**config.mk**
```make
export PLATFORM = sky130hd
export DESIGN_NAME = point_box_min_distance
export DESIGN_NICKNAME = d
export VERILOG_FILES = /design/src/rtl/pbmd_pkg.sv /design/src/rtl/pbmd_lane.sv /design/src/rtl/pbmd_merge.sv /design/src/rtl/pbmd_root.sv /design/src/rtl/point_box_min_distance.sv
export SDC_FILE = /design/constraint.sdc
export NUM_CORES = 2
export LEC_CHECK = 0
export ABC_AREA = 1
export BUFFER_PORTS_ARGS = -buffer_cell sky130_fd_sc_hd__buf_4
export CORE_MARGIN = 5
export CORE_UTILIZATION = 38
export CTS_CLUSTER_SIZE = 25
export DETAILED_ROUTE_END_ITERATION = 6
export GPL_TIMING_DRIVEN = 0
export PLACE_DENSITY_LB_ADDON = 0.05
export SKIP_LAST_GASP = 1
export SLEW_MARGIN = 10
export SYNTH_ARGS = -nofsm -noshare
export SYNTH_HDL_FRONTEND = slang
export SYNTH_SLANG_ARGS = --single-unit
```
**constraint.sdc**
```tcl
create_clock -name clk -period 65.6 [get_ports clk]
set_input_delay 6.56 -clock clk [delete_from_list [all_inputs] [get_ports clk]]
set_output_delay 6.56 -clock clk [all_outputs]
set_load 0.01 [all_outputs]
```
**src/rtl/pbmd_pkg.sv**
```systemverilog
// Shared constants and types for the point-to-box distance block.
// No dependencies.
`default_nettype none

package pbmd_pkg;

  localparam int DIMS_DEF       = 2;
  localparam int COORD_BITS_DEF = 16;
  localparam int OUT_BITS       = 25;
  localparam int FRAC_BITS      = 8;
  localparam int NUM_COORDS     = 6;
  localparam int OUT_DW         = ((OUT_BITS + 7) / 8) * 8;

  localparam logic [OUT_BITS-1:0] OUT_MAX = '1;

  // Control and side data that travels with the sum of squares.
  typedef struct packed {
    logic                vld;
    logic                euclid;
    logic [OUT_BITS-1:0] man_q8;
  } pbmd_side_t;

endpackage

`default_nettype wire

```
**src/rtl/pbmd_lane.sv**
```systemverilog
// One axis lane: gap from point to the nearer box face, then its square.
// Depends on pbmd_pkg for parameter defaults.
`default_nettype none

module pbmd_lane
  import pbmd_pkg::*;
#(
  parameter int COORD_BITS = COORD_BITS_DEF
) (
  input  wire logic                      clk,
  input  wire logic                      en,
  input  wire logic [COORD_BITS-1:0]     pt,
  input  wire logic [COORD_BITS-1:0]     lo,
  input  wire logic [COORD_BITS-1:0]     hi,
  output logic      [COORD_BITS:0]       gap_o,
  output logic      [2*COORD_BITS+1:0]   sq_o
);

  localparam int GW  = COORD_BITS + 1;
  localparam int SQW = 2 * GW;

  logic [GW-1:0]  pt_x, lo_x, hi_x;
  logic [GW-1:0]  gap_nxt, gap_r, gapd_r;
  logic [SQW-1:0] sq_nxt, sq_r;

  assign pt_x = {pt[COORD_BITS-1], pt};
  assign lo_x = {lo[COORD_BITS-1], lo};
  assign hi_x = {hi[COORD_BITS-1], hi};

  // Below test first, so an inverted box still picks lo - p.
  always_comb begin
    if ($signed(pt) < $signed(lo)) begin
      gap_nxt = lo_x - pt_x;
    end else if ($signed(pt) > $signed(hi)) begin
      gap_nxt = pt_x - hi_x;
    end else begin
      gap_nxt = '0;
    end
  end

  assign sq_nxt = SQW'(gap_r) * SQW'(gap_r);

  always_ff @(posedge clk) begin
    if (en) begin
      gap_r  <= gap_nxt;
      sq_r   <= sq_nxt;
      gapd_r <= gap_r;
    end
  end

  assign gap_o = gapd_r;
  assign sq_o  = sq_r;

endmodule

`default_nettype wire

```
**src/rtl/pbmd_merge.sv**
```systemverilog
// Merge stage: sums lane squares and lane gaps, scales and clamps the
// Manhattan result. Depends on pbmd_pkg.
`default_nettype none

module pbmd_merge
  import pbmd_pkg::*;
#(
  parameter int COORD_BITS = COORD_BITS_DEF,
  parameter int NL         = DIMS_DEF
) (
  input  wire logic                                clk,
  input  wire logic                                rst_n,
  input  wire logic                                en,
  input  wire logic                                vld_i,
  input  wire logic                                euclid_i,
  input  wire logic [NL-1:0][COORD_BITS:0]         gap_i,
  input  wire logic [NL-1:0][2*COORD_BITS+1:0]     sq_i,
  output logic      [2*COORD_BITS+2:0]             sum_o,
  output pbmd_side_t                               side_o
);

  localparam int GW   = COORD_BITS + 1;
  localparam int SQW  = 2 * GW;
  localparam int SUMW = SQW + 1;
  localparam int MANW = GW + 1;
  localparam int SHW  = MANW + FRAC_BITS;
  localparam int MEW  = (SHW > OUT_BITS) ? SHW : OUT_BITS;

  logic [SUMW-1:0]     sum_nxt, sum_r;
  logic [MANW-1:0]     man;
  logic [MEW-1:0]      man_ext;
  logic [OUT_BITS-1:0] man_nxt, man_r;
  logic                vld_r, euc_r;

  always_comb begin
    sum_nxt = '0;
    man     = '0;
    for (int i = 0; i < NL; i++) begin
      sum_nxt = sum_nxt + SUMW'(sq_i[i]);
      man     = man + MANW'(gap_i[i]);
    end
    man_ext = MEW'({man, {FRAC_BITS{1'b0}}});
    if (man_ext > MEW'(OUT_MAX)) begin
      man_nxt = OUT_MAX;
    end else begin
      man_nxt = OUT_BITS'(man_ext);
    end
  end

  always_ff @(posedge clk) begin
    if (!rst_n) begin
      vld_r <= 1'b0;
    end else if (en) begin
      vld_r <= vld_i;
    end
  end

  always_ff @(posedge clk) begin
    if (en) begin
      euc_r <= euclid_i;
      sum_r <= sum_nxt;
      man_r <= man_nxt;
    end
  end

  assign sum_o         = sum_r;
  assign side_o.vld    = vld_r;
  assign side_o.euclid = euc_r;
  assign side_o.man_q8 = man_r;

endmodule

`default_nettype wire

```
**src/rtl/pbmd_root.sv**
```systemverilog
// Pipelined square root, one root bit per stage, with 8 fractional bits,
// rounded down; picks the Manhattan or Euclidean result. Depends on pbmd_pkg.
`default_nettype none

module pbmd_root
  import pbmd_pkg::*;
#(
  parameter int IN_W = 2 * (COORD_BITS_DEF + 1) + 1
) (
  input  wire logic                clk,
  input  wire logic                rst_n,
  input  wire logic                en,
  input  wire logic [IN_W-1:0]     rad_i,
  input  pbmd_side_t               side_i,
  output logic      [OUT_BITS-1:0] dist_o,
  output logic                     vld_o
);

  localparam int RAW = IN_W + 2 * FRAC_BITS;
  localparam int RB  = (RAW + 1) / 2;
  localparam int RW  = 2 * RB;
  localparam int EW  = (RB > OUT_BITS) ? RB : OUT_BITS;

  logic [RW-1:0]   rad_r  [RB];
  logic [RB+1:0]   rem_r  [RB];
  logic [RB-1:0]   root_r [RB];
  pbmd_side_t      side_r [RB];

  logic [EW-1:0]       root_ext;
  logic [OUT_BITS-1:0] root_sat, res_nxt, res_r;
  logic                res_vld_r;

  for (genvar k = 0; k < RB; k++) begin : g_stage
    logic [RW-1:0]  rad_in, rad_nxt;
    logic [RB-1:0]  rem_in;
    logic [RB-1:0]  root_in, root_nxt;
    logic [RB+1:0]  rem_sh, trial, rem_nxt;
    pbmd_side_t     side_in;
    logic           ge;

    if (k == 0) begin : g_first
      assign rad_in  = RW'({rad_i, {(2 * FRAC_BITS){1'b0}}});
      assign rem_in  = '0;
      assign root_in = '0;
      assign side_in = side_i;
    end else begin : g_next
      assign rad_in  = rad_r[k-1];
      assign rem_in  = rem_r[k-1][RB-1:0];
      assign root_in = root_r[k-1];
      assign side_in = side_r[k-1];
    end

    // Bring down the next radicand bit pair and try root*4+1.
    assign rem_sh   = {rem_in, rad_in[RW-1:RW-2]};
    assign trial    = {root_in, 2'b01};
    assign ge       = (rem_sh >= trial);
    assign rem_nxt  = ge ? (rem_sh - trial) : rem_sh;
    assign root_nxt = {root_in[RB-2:0], ge};
    assign rad_nxt  = {rad_in[RW-3:0], 2'b00};

    always_ff @(posedge clk) begin
      if (!rst_n) begin
        side_r[k].vld <= 1'b0;
      end else if (en) begin
        side_r[k].vld <= side_in.vld;
      end
    end

    always_ff @(posedge clk) begin
      if (en) begin
        side_r[k].euclid <= side_in.euclid;
        side_r[k].man_q8 <= side_in.man_q8;
        rad_r[k]         <= rad_nxt;
        rem_r[k]         <= rem_nxt;
        root_r[k]        <= root_nxt;
      end
    end
  end

  always_comb begin
    root_ext = EW'(root_r[RB-1]);
    if (root_ext > EW'(OUT_MAX)) begin
      root_sat = OUT_MAX;
    end else begin
      root_sat = OUT_BITS'(root_ext);
    end
    res_nxt = side_r[RB-1].euclid ? root_sat : side_r[RB-1].man_q8;
  end

  always_ff @(posedge clk) begin
    if (!rst_n) begin
      res_vld_r <= 1'b0;
    end else if (en) begin
      res_vld_r <= side_r[RB-1].vld;
    end
  end

  always_ff @(posedge clk) begin
    if (en) begin
      res_r <= res_nxt;
    end
  end

  assign dist_o = res_r;
  assign vld_o  = res_vld_r;

endmodule

`default_nettype wire

```
**src/rtl/point_box_min_distance.sv**
```systemverilog
// Two lane stages (gap, square), one merge stage, one square-root stage per
// root bit and one output register. Throughput: one word per cycle; the whole
// pipeline holds while the output word waits, so in_tready follows
// (!out_tvalid || out_tready). Reset: synchronous, active low, clears the
// valid bits of every stage; no state beyond the pipeline.
`default_nettype none

module point_box_min_distance
  import pbmd_pkg::*;
#(
  parameter int DIMS       = DIMS_DEF,
  parameter int COORD_BITS = COORD_BITS_DEF
) (
  input  wire logic                                       clk,
  input  wire logic                                       rst_n,
  input  wire logic                                       in_tvalid,
  output logic                                            in_tready,
  // point_x, point_y, box_lo_x, box_lo_y, box_hi_x, box_hi_y, zero pad
  input  wire logic [((NUM_COORDS*COORD_BITS+7)/8)*8-1:0] in_tdata,
  // use_euclid
  input  wire logic [0:0]                                 in_tuser,
  output logic                                            out_tvalid,
  input  wire logic                                       out_tready,
  // distance_q8, zero pad
  output logic      [OUT_DW-1:0]                          out_tdata
);

  localparam int NL   = (DIMS < 2) ? DIMS : 2;
  localparam int GW   = COORD_BITS + 1;
  localparam int SQW  = 2 * GW;
  localparam int SUMW = SQW + 1;

  logic                      adv;
  logic                      va_r, vb_r, ea_r, eb_r;
  logic [NL-1:0][GW-1:0]     gap;
  logic [NL-1:0][SQW-1:0]    sq;
  logic [SUMW-1:0]           sum;
  pbmd_side_t                side;
  logic [OUT_BITS-1:0]       dist_q8;
  logic                      dist_vld;

  // Advance every stage unless the output word is stalled.
  assign adv       = !out_tvalid || out_tready;
  assign in_tready = adv;

  for (genvar i = 0; i < NL; i++) begin : g_lane
    pbmd_lane #(
      .COORD_BITS(COORD_BITS)
    ) u_lane (
      .clk  (clk),
      .en   (adv),
      .pt   (in_tdata[i*COORD_BITS +: COORD_BITS]),
      .lo   (in_tdata[(2+i)*COORD_BITS +: COORD_BITS]),
      .hi   (in_tdata[(4+i)*COORD_BITS +: COORD_BITS]),
      .gap_o(gap[i]),
      .sq_o (sq[i])
    );
  end

  always_ff @(posedge clk) begin
    if (!rst_n) begin
      va_r <= 1'b0;
      vb_r <= 1'b0;
    end else if (adv) begin
      va_r <= in_tvalid;
      vb_r <= va_r;
    end
  end

  always_ff @(posedge clk) begin
    if (adv) begin
      ea_r <= in_tuser[0];
      eb_r <= ea_r;
    end
  end

  pbmd_merge #(
    .COORD_BITS(COORD_BITS),
    .NL        (NL)
  ) u_merge (
    .clk     (clk),
    .rst_n   (rst_n),
    .en      (adv),
    .vld_i   (vb_r),
    .euclid_i(eb_r),
    .gap_i   (gap),
    .sq_i    (sq),
    .sum_o   (sum),
    .side_o  (side)
  );

  pbmd_root #(
    .IN_W(SUMW)
  ) u_root (
    .clk   (clk),
    .rst_n (rst_n),
    .en    (adv),
    .rad_i (sum),
    .side_i(side),
    .dist_o(dist_q8),
    .vld_o (dist_vld)
  );

  assign out_tvalid = dist_vld;
  assign out_tdata  = OUT_DW'(dist_q8);

endmodule

`default_nettype wire

```
==> impl_metrics.tcl <==
set metrics [dict create \
    outcome "finished, final reports clean" \
    die_area_mm2 0.3271 \
    drv_cap 0 \
    reg2reg_to "g_lane[1].u_lane.sq_o[29]" \
    synth_mux_area_frac 0 \
    layout-drive-gt1-share 0.07333 \
    regToRegStartpoint "g_lane[1].u_lane.gap_r[7]" \
    mostFrequentLayoutCell "nand2_1" \
    fin_crit_sh 0.2526 \
    dr_total_vias 84610 \
    hold_buffers 0 \
    h-tree-depth 4 \
    root_buffer "clkbuf_16" \
    hold_viol 0 \
    synth_top_family_by_area "simple AND/OR/NAND/NOR gates" \
    cp.arrival_ns 10.01 \
    crit_required_ns 59.04 \
    grt_pass1_vias 85123 \
    ys_seq_area_frac 0.4993 \
    layout_common_cells "nand2_1, inv_1, edfxtp_1" \
    min-delay-start "u_root.side_r[0][214]" \
    die_y_um 571.9 \
    holdPathStages 0 \
    yosysWarnings 0 \
    rows 206 \
    async_flop_share 0 \
    min_period_ns 16.57 \
    cts_num_sinks 1997 \
    setup_viol 0 \
    numCtsBuffers 228 \
    route.detailed.drc 0 \
    syn_area_mm2 0.1200 \
    tightest_slew_ns 1.019 \
    cp-start-kind "input pin" \
    path_clk_slew_ns 0.06 \
    syn_to_final_growth_pct 11.75 \
    avgSynthCellArea_um2 9.579 \
    dp_cells 16839 \
    core_mm2 0.3147 \
    drt_first_pass_iters 6 \
    wl_mm 336.6 \
    antenna_found_initial 8 \
    antenna_left 0 \
    worstSkewPairLatency_ns 0.90 \
    port_buffers 127 \
    fillers 30734 \
    routedWlPerCell_um 19.51 \
    synth_xor_xnor_area_share 0.02985 \
    top_level_ports 135 \
    yosys_register_bits 1997 \
    maxSlewViolCount 0 \
    synth_cells 12527 \
    dp_slack_ns 48.98 \
    cts_tree "built" \
    reg2regPathDepth 22 \
    synth-compound-area-share 0.06840 \
    synth_top_flop_cell "edfxtp_1" \
    cts_setup_buffers 0 \
    critPathKind "input pin to output port" \
    startpoint "out_tready" \
    skew_ns 0.07448 \
    relSlewSlack 0.3157 \
    cts_max_path_buffers 4 \
    track_usage 0.2025 \
    nNetsFinal 14091 \
    synth_edf_count 1992 \
    hold_class "register to register" \
    yosysUniqueCellTypes 74 \
    drt_iter0_markers 5849 \
    r2r_slack_ns 58.11 \
    fmax_ghz 0.06035 \
    grt_max_degree 126 \
    rsz0062_at_grt "no" \
    grt_remaining_overflow 0 \
    cts_resized 0 \
    dp_hpwl_mm 270.1 \
    synthAdderAreaFrac 0.1373 \
    cp_max_fo 119 \
    die_w_um 571.9 \
    layoutNonFillerInstCount 17255 \
    setup_slack_ns 49.03 \
    vias_per_cell 4.904 \
    grt_pass1_wl_mm 511.8 \
    gp_congestion 0.9066 \
    start_util 0.3813 \
    worst_hold_path.endpoint "u_root.side_r[0][241]" \
    crit_path_end_kind "output port" \
    synthSimpleGateAreaFrac 0.1892 \
]
## cell usage after synthesis (17+ instances only)
library cell | count | area share
nand2_1 | 3046 | 0.095
inv_1 | 2072 | 0.065
edfxtp_1 | 1992 | 0.50
nor2_1 | 980 | 0.031
ha_1 | 688 | 0.072
a21oi_1 | 667 | 0.028
nand3_1 | 605 | 0.025
fa_1 | 393 | 0.066
o21ai_0 | 371 | 0.015
xor2_1 | 232 | 0.017
nand4_1 | 196 | 0.010
xnor2_1 | 177 | 0.013
nor3_1 | 151 | 0.0063
o21ai_1 | 104 | 0.0043
o21ai_2 | 82 | 0.0060
clkbuf_1 | 79 | 0.0025
nand3b_1 | 75 | 0.0047
nand2_2 | 61 | 0.0032
o21bai_1 | 51 | 0.0032
a21oi_2 | 47 | 0.0034
or2_2 | 46 | 0.0024
buf_6 | 36 | 0.0034
a21o_1 | 35 | 0.0022
nor2_2 | 34 | 0.0018
inv_2 | 30 | 0.00094
buf_4 | 27 | 0.0017
o21a_1 | 26 | 0.0016
nor4_1 | 20 | 0.0010
buf_2 | 17 | 0.00071
nor2_4 | 17 | 0.0016
## kinds of logic after synthesis
logic type,Yosys count
and+or+nand+nor,5314
buffers and inverters,2282
DFF,1997
AOI/OAI and AO/OA,1443
adders and majority gates,1081
xor gates and xnor gates,409
other,1
## how the worst max path moves through the flow
stage / to / depth (start not counted)
global placement: u_root.side_r[1][269] / 5
global route: in_tready / 9
CTS: in_tready / 9
floorplan: u_merge.vld_r / 4
detailed placement: in_tready / 9
finish: in_tready / 9
## area by class of cell
| class | instances | area [um^2] | share of cell area |
|---|---|---|---|
| Timing Repair Buffer | 145 | 1449 | 0.01081 |
| Inverter | 2110 | 7950 | 0.05929 |
| Clock buffer | 270 | 5926 | 0.04419 |
| Multi-Input combinational cell | 8255 | 51010 | 0.3804 |
| Clock inverter | 143 | 1473 | 0.01098 |
| Sequential cell | 1997 | 59920 | 0.4468 |
| Antenna cell | 3 | 7.507 | 0.00005599 |
| Tap cell | 4160 | 5205 | 0.03882 |
| Buffer | 172 | 1157 | 0.008631 |
## sequential cells by signal (all words and copies together), names as in the netlist
signal	count
u_merge.sum_o	35
u_root.dist_o	25
u_merge.man_r	18
vb_r	1
ea_r	1
u_root.vld_o	1
g_lane.u_lane.sq_o	66
u_root.rem_r	603
u_root.rad_r	306
u_root.root_r	351
va_r	1
g_lane.u_lane.gap_r	34
u_merge.euc_r	1
g_lane.u_lane.gap_o	32
u_root.side_r	520
eb_r	1
u_merge.vld_r	1
## through the flow
stage	hold WS (ns)	util	setup TNS, ns	instance area [um^2]
3_3_place_gp	0.4006	0.4009	-213.16	126200
6_report	0.3463	0.4261	0	134100
3_5_place_dp	0.4045	0.4025	0	126700
2_1_floorplan	0.4003	-	0	120000
5_1_grt	0.3450	0.4261	0	134100
4_1_cts	0.3357	0.4261	0	134100
## worst max-delay path, cell delays in order
cell and delay, ns:
buf_4 0.08, nor2_1 0.09, inv_8 0.30, buf_16 0.41, buf_16 0.44, buf_16 0.44
buf_16 0.44, buf_16 0.48, buf_4 0.23
## layer usage
metal  wire length [um]  GRT usage  vias to the layer above
met5                  0          0                        -
met4              10060    0.05711                        0
met3              11690    0.01934                      399
met2             164600     0.3516                     1616
met1             150300     0.2701                    40480
li1                   -          -                    42115
Power is left out: the tool's default activity adds up to more than one toggle a clock period on the data nets, which glitch-free logic cannot reach.
